### src/hdl/rbsi_contact.sv
// ----------------------------------------------------------------------------
// rbsi_contact
// Contact coordinate: origin + (t_near * dir >> FRAC_BITS), saturated.
// Two stages: multiply, then scale, add and clamp.
// ----------------------------------------------------------------------------
module rbsi_contact #(
  parameter int W = 32,
  parameter int F = 16
) (
  input  logic                clk,
  input  logic                en,
  input  logic                hit,
  input  logic signed [W-1:0] tn,
  input  logic signed [W-1:0] dir,
  input  logic signed [W-1:0] origin,
  output logic signed [W-1:0] contact
);
  localparam int PW = 2 * W;
  localparam int SW = PW - F;

  logic [W-1:0]   ua;
  logic [W-1:0]   ub;
  logic [PW-1:0]  prod;
  logic           neg;
  logic           m_hit;
  logic [W-1:0]   m_origin;
  logic [SW-1:0]  slo;
  logic [SW-1:0]  cap;
  logic [W:0]     mag;
  logic [W+1:0]   val;
  logic [W+1:0]   sum;
  logic [W-1:0]   clamped;

  // Magnitudes of both factors.
  always_comb begin
    ua = tn[W-1] ? (W)'(-tn) : tn;
    ub = dir[W-1] ? (W)'(-dir) : dir;
  end

  // Multiply stage.
  always_ff @(posedge clk) begin
    if (en) begin
      prod     <= ua * ub;
      neg      <= tn[W-1] ^ dir[W-1];
      m_hit    <= hit;
      m_origin <= origin;
    end
  end

  // Drop fraction bits, cap at 2^W, restore sign, add origin and clamp.
  always_comb begin
    slo = prod[PW-1:F];
    cap = SW'({1'b1, {W{1'b0}}});
    mag = (slo > cap) ? cap[W:0] : slo[W:0];
    val = neg ? -{1'b0, mag} : {1'b0, mag};
    sum = {{2{m_origin[W-1]}}, m_origin} + val;
    if ((sum[W+1:W-1] == 3'b000) || (sum[W+1:W-1] == 3'b111)) begin
      clamped = sum[W-1:0];
    end else if (sum[W+1]) begin
      clamped = {1'b1, {(W-1){1'b0}}};
    end else begin
      clamped = {1'b0, {(W-1){1'b1}}};
    end
  end

  // Result register; a miss reports zero.
  always_ff @(posedge clk) begin
    if (en) begin
      contact <= m_hit ? clamped : '0;
    end
  end

endmodule

### config.mk
export PLATFORM = sky130hd
export DESIGN_NAME = rbsi_contact
export DESIGN_NICKNAME = d
export VERILOG_FILES = /design/src/hdl/rbsi_contact.sv
export SDC_FILE = /design/constraint.sdc
export NUM_CORES = 2
export LEC_CHECK = 0
export BUFFER_PORTS_ARGS = -buffer_cell sky130_fd_sc_hd__buf_2
export CAP_MARGIN = 40
export CELL_PAD_IN_SITES_DETAIL_PLACEMENT = 2
export CELL_PAD_IN_SITES_GLOBAL_PLACEMENT = 2
export CORE_MARGIN = 5
export CORE_UTILIZATION = 38
export CTS_BUF_LIST = sky130_fd_sc_hd__clkbuf_8
export DETAILED_ROUTE_END_ITERATION = 8
export PLACE_DENSITY = 0.83
export SETUP_SLACK_MARGIN = 0.15
export SLEW_MARGIN = 20
export SYNTH_ARGS = -nofsm -noshare
export SYNTH_HDL_FRONTEND = slang
export SYNTH_SLANG_ARGS = --single-unit
### constraint.sdc
create_clock -name clk -period 10.1 [get_ports clk]
set_input_delay 1.01 -clock clk [delete_from_list [all_inputs] [get_ports clk]]
set_output_delay 1.01 -clock clk [all_outputs]
set_load 0.05 [all_outputs]
Yosys cells after proc, flatten, opt, wreduce, memory -nomap -nowiden
Cells that the tools add are included.
{"block": "totals", "ff_bits": 130, "input_bits": 99, "word_cells": 21}
{"block": "op_classes", "n_addsub": 4, "mul": 1, "n_lt_le_gt_ge": 1, "eq_ne": 1, "n_mux": 6, "bitwise_logic": 1, "reduce_logical": 2}
{"operator": "2-to-1 mux 32 bit", "n": 4}
{"operator": "multiplier 32 x 32 -> 64 bit", "n": 1}
{"operator": "negator 32 bit", "n": 2}
{"operator": "> comparator 48 x 33 -> 1 bit (second input constant)", "n": 1}
{"operator": "adder 34 bit", "n": 1}
{"operator": "2-to-1 mux 34 bit", "n": 1}
{"operator": "negator 33 -> 34 bit", "n": 1}
{"operator": "2-to-1 mux 33 bit", "n": 1}
{"operator": "equality test 3 bit (second input constant)", "n": 1}
{"operator": "zero test 3 bit", "n": 1}
{"operator": "logical OR 1 bit", "n": 1}
{"operator": "bitwise XOR 1 bit", "n": 1}

Logic depth before layout (Yosys ltp)
{"block": "depth", "word_depth": 8, "mapped_depth": 37, "ltp_nobuf": 34}

Least setup slack after synthesis
OpenSTA, ideal clock, no wires.
{"block": "synth_timing", "path_kind": "input -> register", "startpoint": "input port tn[0]", "endpoint": "register prod[60] (data pin)", "setup_time_ns": 0.266, "arrival_time_ns": 10.458, "setup_slack_ns": -0.624, "path_stages": 36, "path_buffers": 3, "path_cell_list": "clkbuf_1 > inv_1 > clkbuf_1 > ha_1 > nand3_1 > or4_1 > or3_1 > or4_4 > o41ai_2 > xnor2_1 > buf_2 > nand2_1 > fa_1 > inv_1 > fa_1 > fa_1 > inv_1 > fa_1 > inv_1 > fa_1 > fa_1 > fa_1 > inv_1 > fa_1 > inv_1 > ha_1 > a21o_1 > a21oi_1 > o211ai_1 > o21ai_0 > a41oi_1 > a21boi_0 > o21ai_0 > nor2b_1 > o41ai_1 > xnor2_1"}
{"block": "synth_via", "elab_chain_len": 3}
{"element": "start: declaration", "line": "13", "text": "input logic signed [W-1:0] tn,"}
{"element": "negator 32 bit", "line": "36", "text": "ua = tn[W-1] ? (W)'(-tn) : tn;"}
{"element": "2-to-1 mux 32 bit (*)", "line": "36"}
{"element": "multiplier 32 x 32 -> 64 bit (*)", "line": "43", "text": "prod <= ua * ub;"}
{"element": "end signal: assignment", "line": "43"}
{"element": "end: declaration", "line": "23", "text": "logic [PW-1:0] prod;"}
Mark *: on every way between the ends. The rest lies on a longest branch, timed or not.
A chain may end at the register's enable or synchronous reset.

Worst setup path after layout
{"block": "layout_timing", "startpoint": "input port tn[2]", "endpoint": "register prod[57] (data pin)"}
The elaborated chain is that of the path after synthesis.

==> impl_metrics.ini <==
[cells_and_area]
syn2layout_area_growth_pct = 25.7
nets = 6244
drive_above_1_share = 0.238
stdcell_area_um2 = 49100
layout.cells.non_filler = 6376
num-fill-cells = 10800

[critical_path]
cp-start-kind = input pin
critPathKind = in -> reg
crit_fanout = 11
startpoint = tn[2]
end_kind = flip-flop
arrival_ns = 13.56
cp_slowest_cell = nor2_1
slowest_delay_ns = 1.11
worstPathRequired_ns = 10.32
path_common_cell = fa_1
timing.rr.start = prod[18]$_DFFE_PP_

[timing]
timing.fmax_mhz = 75.0
fin_crit_sh = 1.32
max-slew-margin-rel = 0.0407
fin_ws_ns = -3.24
worst_slew_pin_slew_ns = 1.43
rsz0062_at_grt = true
fin_setup_tns_ns = -92.71
skew_ns = 0.0371
fin_crit_ns = 13.34
maxSlewViolCount = 0
setup_violations = 41
hold_viol = 0

[clock_network]
insertion_delay_ns = 0.49
h-tree-depth = 4
clk_pin_slew_ns = 0.08
cts_buffer_depth = 2
cts_buffers = 17
cts-hold-fix-buffers = 0
cts_tree = built
cts-root-buf = clkbuf_8
clock-sinks = 114

[placed_design]
gp_congestion = 1.03
dp_hpwl_um = 175000
dp.cells = 6164
postPlaceCellArea_um2 = 45800
portBuffers = 130

[logic_synthesis]
synth.most_common_cell = inv_1
syn_inst = 4314
synth.area.mux_share = 0.00131
ys.flop_type = edfxtp_1
synth_area_per_cell_um2 = 9.06
synth_top_area_frac = 0.459
async_flop_share = 0
synth_top_family_by_area = adder cells
synth.distinct_cells = 73
syn_nets = 5605
synth-xor-area-share = 0.0473
ys_warn_count = 0
ys_seq_area_frac = 0.0876
synth-compound-area-share = 0.0640
synth_area_leader_cell = fa_1
syn_area_um2 = 39100
synth-seq-cells = 114
synth_edf_count = 114
synthAdderAreaFrac = 0.554
yosys.area_share.simple = 0.140
synthTopCellsByCount = inv_1 (907), fa_1 (896), nor2_1 (608), nand2_1 (519), ha_1 (296)
synth.area.top_cells = fa_1 (46%), ha_1 (9.5%), edfxtp_1 (8.8%), inv_1 (8.7%), nor2_1 (5.8%)

[global_routing]
antenna_found_initial = 39
grt_max_degree = 66
grt_overflow = 0
grt_use_total = 0.451
grt_pass1_vias = 47100
grt_pass1_wl_um = 346000

[run_status]
status = complete, but fails checks
violations = design-rule violations, negative setup slack

[floorplanning]
ios = 131
die_area_um2 = 109000
core_area_um2 = 102000
start_util = 0.383
die_h_um = 331
die_w_um = 331
row_count = 117

[run]
cap_viol_max_count = 0

[route]
wirelength_um = 300000
wl_per_cell_um = 47.1
via_count = 44000
drt-vias-per-instance = 6.91
ant_nets = 0
drtIter0Drc = 6814
dr.pass1.iters = 9
route.detailed.drc = 23

[hold_path]
min_from = m_hit$_DFFE_PP_
hold_class = reg -> reg
-- timing repair --
item                                   4_1_cts  5_1_grt
gates resized for setup                    219      167
setup buffers                               82       51
pin swaps                                  127       85
gates cloned                                 0        1
endpoints found under the hold margin        0        0
setup endpoints to repair                   36       39
-- critical path: cells and delay by family --
family / cells / cell delay (ns)
adders and majority gates: 9 / 5.98
xor gates and xnor gates: 1 / 0.16
buffers and inverters: 9 / 1.67
AOI/OAI and AO/OA: 7 / 1.91
and+or+nand+nor: 7 / 2.73
-- worst paths after layout --
path | slack [ns] | cells after the start | end
max | -3.24 | 33 | prod[57]$_DFFE_PP_
min | 0.67 | 1 | contact[31]$_SDFFCE_PN0P_
max reg2reg | 0.88 | 25 | contact[23]$_SDFFCE_PN0P_
min reg2reg | 0.67 | 1 | contact[31]$_SDFFCE_PN0P_
-- final cells by class --
type                    instances  area (um2)  area share
inverters                     907        3420      0.0696
flip-flops and latches        114        3420      0.0697
repair buffers                805        6570       0.134
diodes                         44         110     0.00224
clock inverters                13         129     0.00262
clock buffers                  17         234     0.00476
well taps                    1368        1710      0.0348
multi-input cells            3108       33500       0.683
-- per-layer routing --
metal  GRT usage  wire length, um  up-vias
li1            -                -    14400
met4       0.442            44200       36
met5     0.00399             1810        -
met3       0.175            43800     2982
met1       0.436            85800    21500
met2       0.727           125000     5183
-- registers in the layout (all words and copies together) (netlist names) --
signal,flops
prod,48
contact,32
m_origin,32
m_hit,1
neg,1
-- kinds of logic after synthesis --
kind of cell,after synthesis
flip-flops,114
multiplexers,5
XOR/XNOR,210
AND/OR/NAND/NOR,1312
AO/OA/AOI/OAI,389
buffers and inverters,1092
adder cells (fa/ha/maj),1192
-- cell usage in the layout, fill, tap and decap left out, drive strengths merged, types with 15 or more instances in the layout --
cell type / n
fa: 896
and2: 17
nor2: 618
nand4: 18
a21o: 41
o31ai: 23
or3: 16
buf: 805
o21ai: 109
ha: 296
nand2: 519
xnor2: 101
inv: 908
diode: 44
nand2b: 18
o211ai: 15
edfxtp: 114
a21oi: 96
clkbuf: 17
nand3: 22
xor2: 109
-- metrics by stage --
| step | hold WS [ns] | util | setup WS, ns |
|---|---|---|---|
| after CTS | 0.618 | 0.469 | -0.186 |
| after floorplan | 0.549 | - | 0.0447 |
| after global routing | 0.679 | 0.481 | -2.56 |
| final | 0.670 | 0.482 | -3.24 |
| after global placement | 0.575 | 0.449 | -0.678 |
| after detailed placement | 0.592 | 0.450 | -1.30 |
Power is not shown: default switching activity piles up to over one toggle a cycle in this logic, so the estimate is an artifact.
