### config.mk
export PLATFORM = sky130hd
export DESIGN_NAME = rbsi_div_cell
export DESIGN_NICKNAME = d
export VERILOG_FILES = /design/src/hdl/rbsi_pkg.sv /design/src/hdl/rbsi_div_cell.sv
export SDC_FILE = /design/constraint.sdc
export NUM_CORES = 1
export LEC_CHECK = 0
export BUFFER_PORTS_ARGS = -buffer_cell sky130_fd_sc_hd__buf_2
export CAP_MARGIN = 20
export CORE_MARGIN = 1
export CORE_UTILIZATION = 45
export CTS_CLUSTER_SIZE = 8
export DETAILED_ROUTE_END_ITERATION = 8
export GPL_ROUTABILITY_DRIVEN = 0
export HOLD_SLACK_MARGIN = 0.02
export PLACE_DENSITY = 0.82
export SLEW_MARGIN = 20
export SYNTH_ARGS = -nofsm -noshare
export SYNTH_HDL_FRONTEND = slang
export SYNTH_SLANG_ARGS = --single-unit
### constraint.sdc
create_clock -name clk -period 2.75 [get_ports clk]
set_clock_uncertainty 0.05 [all_clocks]
set_input_delay 0.1375 -clock clk [delete_from_list [all_inputs] [get_ports clk]]
set_output_delay 0.1375 -clock clk [all_outputs]
set_load 0.005 [all_outputs]
### src/hdl/rbsi_pkg.sv
// ----------------------------------------------------------------------------
// rbsi_pkg
// Shared types and codes for the ray/box slab intersection block.
// ----------------------------------------------------------------------------
package rbsi_pkg;

  // Configuration register indexes.
  localparam int CFG_INDEX_WIDTH = 2;
  localparam logic [CFG_INDEX_WIDTH-1:0] REG_BOX_X = 2'd0;
  localparam logic [CFG_INDEX_WIDTH-1:0] REG_BOX_Y = 2'd1;
  localparam logic [CFG_INDEX_WIDTH-1:0] REG_BOX_W = 2'd2;
  localparam logic [CFG_INDEX_WIDTH-1:0] REG_BOX_H = 2'd3;

  // Face normal component: -1, 0 or +1.
  typedef logic signed [1:0] norm_t;
  localparam norm_t NORM_ZERO = 2'sb00;
  localparam norm_t NORM_POS  = 2'sb01;
  localparam norm_t NORM_NEG  = 2'sb11;

  // Side flags that travel with each division lane.
  typedef struct packed {
    logic neg;   // quotient is negative
    logic nneg;  // numerator is negative
    logic dz;    // divisor is zero
  } div_flags_t;

endpackage

### src/hdl/rbsi_div_cell.sv
// ----------------------------------------------------------------------------
// rbsi_div_cell
// One restoring-divider step: while en is high, produces one quotient bit per
// cycle and hands the partial remainder and shifted quotient to the next cell.
// ----------------------------------------------------------------------------
module rbsi_div_cell #(
  parameter int W  = 32,
  parameter int NB = 49
) (
  input  logic                      clk,
  input  logic                      en,
  input  logic [W-1:0]              rem_in,
  input  logic [NB-1:0]             nq_in,
  input  logic [W-1:0]              ud_in,
  input  rbsi_pkg::div_flags_t      flags_in,
  output logic [W-1:0]              rem,
  output logic [NB-1:0]             nq,
  output logic [W-1:0]              ud,
  output rbsi_pkg::div_flags_t      flags
);
  import rbsi_pkg::*;

  logic [W:0]    trial;
  logic [W:0]    diff;
  logic          ge;
  logic [W-1:0]  rem_next;

  // Bring down the next numerator bit and try to subtract the divisor.
  always_comb begin
    trial    = {rem_in, nq_in[NB-1]};
    diff     = trial - {1'b0, ud_in};
    ge       = (trial >= {1'b0, ud_in});
    rem_next = ge ? diff[W-1:0] : trial[W-1:0];
  end

  // Stage registers; the quotient bit shifts in where the numerator bit left.
  always_ff @(posedge clk) begin
    if (en) begin
      rem   <= rem_next;
      nq    <= {nq_in[NB-2:0], ge};
      ud    <= ud_in;
      flags <= flags_in;
    end
  end

endmodule

## Yosys cells after proc, flatten, opt, wreduce, memory -nomap -nowiden

Index checks and enable logic that the tools add are counted.

| operators by class | value |
|---|---|
| mux-type cells | 1 |
| $lt $le $gt $ge | 1 |
| $add $sub $neg | 1 |

Operators with widths:

| operator | count |
|---|---|
| >= comparator 33 x 32 -> 1 bit | 1 |
| two-way mux 32 bit | 1 |
| subtractor 32 bit | 1 |

| word-level totals | value |
|---|---|
| register bits after elaboration | 116 |
| output and inout port bits | 116 |
| input bits | 118 |
| word-level logic and storage cells | 9 |

## Depth between registers and ports, before layout

Gate-level depths: netlist of the first run.

| depth | value |
|---|---|
| depth in word-level cells | 2 |
| depth in mapped cells | 13 |

## Worst setup path before layout of the first run

Ideal clock, no wire load.

| timing | value |
|---|---|
| path kind | input port to flip-flop |
| start | input ud_in[23] |
| end | register rem[14], data pin |
| path slack | 0.210 ns |
| arrival time | 2.229 ns |
| setup time | 0.260 ns |
| cell stages on the path | 11 |
| cells stage by stage | inv_1 -> ha_1 -> buf_6 -> and3_1 -> o21a_1 -> a311oi_2 -> o21ai_1 -> or3b_1 -> o21a_1 -> buf_6 -> mux2_4 |

| on the way | value |
|---|---|
| cells in the longest elaborated chain, start to end | 2 |

RTL lines:

| what | RTL line | text |
|---|---|---|
| from (decl) | rbsi_div_cell.sv:14 | `input logic [W-1:0] ud_in,` |
| >= comparator 33 x 32 -> 1 bit | rbsi_div_cell.sv:32 | `ge = (trial >= {1'b0, ud_in});` |
| two-way mux 32 bit | rbsi_div_cell.sv:33 | `rem_next = ge ? diff[W-1:0] : trial[W-1:0];` |
| via rem_next[14] | rbsi_div_cell.sv:26 | `logic [W-1:0] rem_next;` |
| to (signal assigned) | rbsi_div_cell.sv:39 | `rem <= rem_next;` |
| to (decl) | rbsi_div_cell.sv:16 | `output logic [W-1:0] rem,` |

The timed path passes the listed nets, and every way through them passes these cells.
A chain may end at the register's enable or synchronous reset.

## Worst setup path in the final report of the first run

| timing | value |
|---|---|
| start | input ud_in[27] |
| end | register rem[2], data pin |

The elaborated chain is that of the path after synthesis.

==> impl_metrics.csv, run 1 <==
group,metric,value,unit
outcome,outcome,"finished clean",
cts,clkTransAtPathRegs,60,ps
critical_path,cpPeakStageDelay,540,ps
final_layout,layout-drive-gt1-share,40.3,%
grt,grt_pass1_vias,5530,
cts,clock-sinks,116,
grt,grt_usage,26.7,%
place,hpwl,11200,um
timing,setup_viol,0,
critical_path,path_max_fanout,17,
timing,rsz0062_at_grt,"true",
synthesis,ys_warn_count,0,
drt,routed_wl,17900,um
final_layout,n_antenna_cell,0,
drt,drtIter0Drc,351,
drt,ant_nets,0,
floorplan,core,12600,um2
synthesis,syn_inst,475,
critical_path,slowest_stage,"dlygate4sd3_1",
synthesis,ys_ff_latch,116,
power,power,5530,uW
floorplan,die_w,116,um
drt,vias_per_cell,5.16,
cts,cts_buffer_depth,2,
timing,post-route-period-util,98.5,%
critical_path,cp_cell_sequence,"dlygate4sd3_1 > buf_2 > inv_1 > ha_2 > nand3_4 > nand2b_4 > nor4_2 > a31oi_2 > or3b_4 > o21a_4 > buf_12 > buf_4 > nor2_2 > a21oi_1",
floorplan,die_h,116,um
drt,wl_per_cell,17.2,um
synthesis,yosys_most_used_dff,"edfxtp_1",
min_path,min_path_type,"primary input to flop",
critical_path,critPathKind,"primary input to flop",
drt,drc_errors,0,
grt,antenna_found_initial,0,
timing,worst_pin_slew,511,ps
final_layout,final_common_cell,"buf_2",
timing,finalHoldViolations,0,
power,irDropWorstVdd,0.395,mV
synthesis,synth_cell_type_count,49,
drt,route.vias.total,5373,
timing,setup_slack,40.3,ps
synthesis,synth-edff-count,116,
critical_path,arrival,2810,ps
grt,grt_max_degree,59,
power,power_leakage,0.00409,uW
critical_path,worstSetupEndpointType,"flop",
floorplan,rows,41,
floorplan,dieArea,13400,um2
synthesis,ys_seq_area_share,59.9,%
flow_run,maxCapViolCount,0,
place,place_area,7490,um2
timing,slew_viol_final,0,
cts,cts_buffers,17,
timing,tns,0,ps
cts,cts_max_level,4,
grt,grt_pass1_wl,26600,um
floorplan,io_pins,234,
drt,dr.pass1.iters,5,
timing,fmax,369,MHz
timing,maxSlewHeadroom,65.9,%
critical_path,crit_path_start_kind,"primary input",
critical_path,required,2860,ps
synthesis,synthArstFlopShare,0,%
final_layout,fin_util,72.4,%
floorplan,start_util,46.0,%
cts,cts-root-buf,"clkbuf_16",
place,dp_slack,-54.5,ps
synthesis,synth_area,5810,um2
synthesis,syn_nets,626,
cts,cts_setup_buffers,0,
final_layout,fin_nets,1007,
final_layout,layout_common_cells,"buf_2, edfxtp_1, dlygate4sd3_1",
timing,finalCriticalPeriod,2710,ps
power,p_per_area,605,nW/um2
final_layout,postLayoutCellArea,9140,um2
cts,cts_tree,"done",
grt,gr-total-overflow,0,
final_layout,syn_to_final_growth,57.2,%
place,io_buffers,233,
synthesis,syn_avg_cell_area,12.2,um2
[worst max-delay path, delay by kind of cell]
kind            cells  cell delay [ps]
fa+ha+maj           1              300
simple gates        5              830
buf+inv             5             1050
compound gates      3              480
[final cells by class]
| class | instances | area (um2) |
|---|---|---|
| clock inverters | 15 | 131 |
| multi-input cells | 296 | 2160 |
| repair buffers | 379 | 2540 |
| well taps | 172 | 215 |
| fillers | 802 | 3480 |
| inverters | 46 | 173 |
| clock buffers | 17 | 425 |
| flip-flops and latches | 116 | 3480 |
[final timing paths]
kind	endpoint	slack, ps	cells after the start	startpoint
worst max-delay path	rem[2]	40	14	ud_in[27]
worst min-delay path	rem[6]	40	3	rem_in[5]
[Yosys cell counts (3+ instances only)]
cell type,number,area share (%)
o21ai_0,17,1.5
clkbuf_1,6,0.39
ha_1,32,6.9
o21ai_1,4,0.34
a211oi_1,3,0.39
o21bai_1,5,0.65
a21o_1,8,1.0
o31ai_1,7,0.90
nand2_1,24,1.6
buf_6,5,0.97
nand4_1,8,0.86
a21oi_1,54,4.7
xor2_1,10,1.5
nand2b_1,7,0.75
nor2_1,37,2.4
edfxtp_1,116,60
xnor2_1,16,2.4
a2111oi_0,3,0.45
inv_1,46,3.0
o21a_1,6,0.78
nor3_1,3,0.26
nand3_1,8,0.69
buf_2,5,0.43
and2_1,3,0.32
mux2_4,8,2.1
[cells by family (layout without fill, tap and decap cells)]
group	after synthesis	in the layout	share of synthesized area, %
compound gates	120	120	12.6
flops	116	116	59.9
simple gates	107	107	9.00
buf+inv	63	457	4.89
fa+ha+maj	33	33	7.24
xor+xnor	26	26	3.92
mux	10	10	2.41
[where the power goes]
part | leakage, uW | total [uW] | internal [uW] | switching [uW]
Sequential | 0.00114 | 2230 | 2170 | 53.9
Clock | 0.000263 | 2080 | 1240 | 834
Combinational | 0.00270 | 1230 | 628 | 598
Total | 0.00409 | 5530 | 4040 | 1490
[per-layer routing]
layer | global-route usage [%] | up-vias | share of wire [%]
met5 | 0 | - | 0
met4 | 14.1 | 0 | 3.6
met3 | 7.27 | 59 | 6.9
met2 | 50.1 | 263 | 54
met1 | 26.9 | 2533 | 36
li1 | - | 2518 | -
[flip-flops by register name, indices dropped and copies added (netlist names)]
name / flops
nq: 49
rem: 32
ud: 32
flags: 3
[per-stage QoR]
step / hold WS [ps] / instances
global route: 36.4 / 1041
global placement: 264 / 912
CTS: 21.1 / 1041
finish: 35.8 / 1041
floorplan: 186 / 475
detailed placement: 266 / 912
[repair_timing]
item / 4_1_cts / 5_1_grt
hold buffers: 97 / 0
endpoints found under the setup margin: 0 / 30
endpoints found under the hold margin: 97 / 0
resized for setup: 0 / 28
No activity file was read; power rests on OpenSTA's default activity.
==> inputs of run 2 (changes only) <==
==> constraint.sdc (replaced) <==
create_clock -name clk -period 3.2 [get_ports clk]
set_clock_uncertainty 0.05 [all_clocks]
set_input_delay 0.16 -clock clk [delete_from_list [all_inputs] [get_ports clk]]
set_output_delay 0.16 -clock clk [all_outputs]
set_load 0.005 [all_outputs]
==> impl_metrics.csv, run 2 (synthesized netlist as in run 1, its figures left out) <==
group,metric,value,unit
place,hpwl,10500,um
power,sw_frac_of_total,23.8,%
cts,cts_buffer_depth,2,
timing,finalCriticalPeriod,3070,ps
drt,dr.pass1.iters,5,
drt,drc_errors,0,
final_layout,n_antenna_cell,0,
timing,timing.hold.ws,52.3,ps
final_layout,seq_area,3480,um2
final_layout,fin_util,69.8,%
floorplan,io_pins,234,
critical_path,path_max_fanout,18,
cts,cts-root-buf,"clkbuf_16",
drt,routed_wl,16600,um
final_layout,largest_register_ff_count,49,
floorplan,rows,41,
floorplan,die_w,116,um
cts,clkTransAtPathRegs,60,ps
floorplan,die_h,116,um
final_layout,top_register,"nq",
drt,ant_nets,0,
timing,post-route-period-util,95.9,%
critical_path,crit_path_start_kind,"primary input",
final_layout,syn_to_final_growth,51.6,%
drt,wl_per_cell,16.7,um
timing,fmax,326,MHz
power,power_leakage,0.00394,uW
final_layout,nFillCells,874,
cts,cts_tree,"done",
floorplan,dieArea,13400,um2
timing,maxSlewHeadroom,55.7,%
power,p_int,3870,uW
timing,rsz0062_at_grt,"false",
cts,clock-sinks,116,
min_path,min_path_type,"primary input to flop",
timing,tns,0,ps
critical_path,arrival,3180,ps
final_layout,multi_input_area,2070,um2
timing,finalHoldViolations,0,
cts,cts_max_level,4,
place,dp_slack,242,ps
power,seqPwrFrac,37.7,%
grt,grt_max_degree,69,
critical_path,critPathKind,"primary input to flop",
grt,grt_usage,24.8,%
cts,cts_buffers,17,
drt,drtIter0Drc,317,
final_layout,fin_nets,961,
min_path,hold_depth,3,
drt,route.vias.total,5105,
power,p_per_area,576,nW/um2
final_layout,layout-drive-gt1-share,35.0,%
timing,setup_viol,0,
power,power,5070,uW
critical_path,cpPeakStageDelay,530,ps
critical_path,crit_cells,11,
critical_path,worstPathBufferInverterCount,3,
power,irDropWorstVdd,0.299,mV
outcome,outcome,"finished clean",
grt,grt_pass1_wl,24600,um
timing,worst_pin_slew,664,ps
power,p_clk_share,43.8,%
critical_path,critical_path.top_delay_family,"compound AO/OA/AOI/OAI gates",
place,io_buffers,233,
critical_path,cp_cell_sequence,"dlygate4sd3_1 > buf_2 > ha_1 > a21o_1 > o21a_1 > a311oi_2 > o21ai_1 > or3b_1 > o21a_2 > buf_4 > mux2_4",
floorplan,core,12600,um2
grt,grt_pass1_vias,5002,
drt,vias_per_cell,5.13,
flow_run,maxCapViolCount,0,
timing,slew_viol_final,0,
critical_path,required,3310,ps
power,p_comb_share,18.5,%
critical_path,worstSetupEndpointType,"flop",
final_layout,layout_common_cells,"buf_2, edfxtp_1, dlygate4sd3_1",
timing,setup_slack,130,ps
grt,antenna_found_initial,0,
final_layout,reg_top3,"nq x49, rem x32, ud x32",
floorplan,start_util,46.0,%
critical_path,slowest_stage,"dlygate4sd3_1",
final_layout,final_common_cell,"buf_2",
power,power.switching,1210,uW
grt,gr-total-overflow,0,
-- run 2: worst paths after layout --
kind	slack, ps	from	end
setup / recovery	130	rem_in[22]	rem[24]
hold / removal	50	rem_in[10]	rem[11]
-- run 2: cell type report --
class                   instances  share of cell area [%]
flip-flops and latches        116                    39.5
repair buffers                333                    24.7
multi-input cells             296                    23.5
clock buffers                  19                    4.91
clock inverters                13                    2.88
well taps                     172                    2.44
inverters                      46                    1.96
-- run 2: routing by layer --
layer	share of wire [%]	vias up	track usage [%]
li1	-	2416	-
met1	37	2412	25.7
met2	53	239	45.8
met3	6.6	38	8.05
met4	2.6	0	10.9
met5	0	-	0
-- run 2: timing repair --
action / in CTS / in global routing
setup endpoints to repair: 0 / 9
endpoints found under the hold margin: 93 / 0
buffers inserted: 0 / 2
hold buffers: 93 / 0
resized for setup: 0 / 6
-- run 2: power groups by stage --
stage | logic (uW) | clock network, uW | registers [uW]
detailed placement | 813 | 0 | 1930
floorplan | 433 | 0 | 1960
global placement | 795 | 0 | 1930
finish | 937 | 2220 | 1920
CTS | 910 | 2230 | 1910
global route | 1030 | 2310 | 1930
-- run 2: stage by stage --
step	std cells	area, um2
finish	995	8810
detailed placement	868	7150
global placement	868	7150
global route	995	8810
CTS	993	8760
floorplan	475	5810
-- run 2: tightest hold or removal path: stages --
cell and delay (ps):
buf_2 90, nor2_1 40, a21oi_1 110
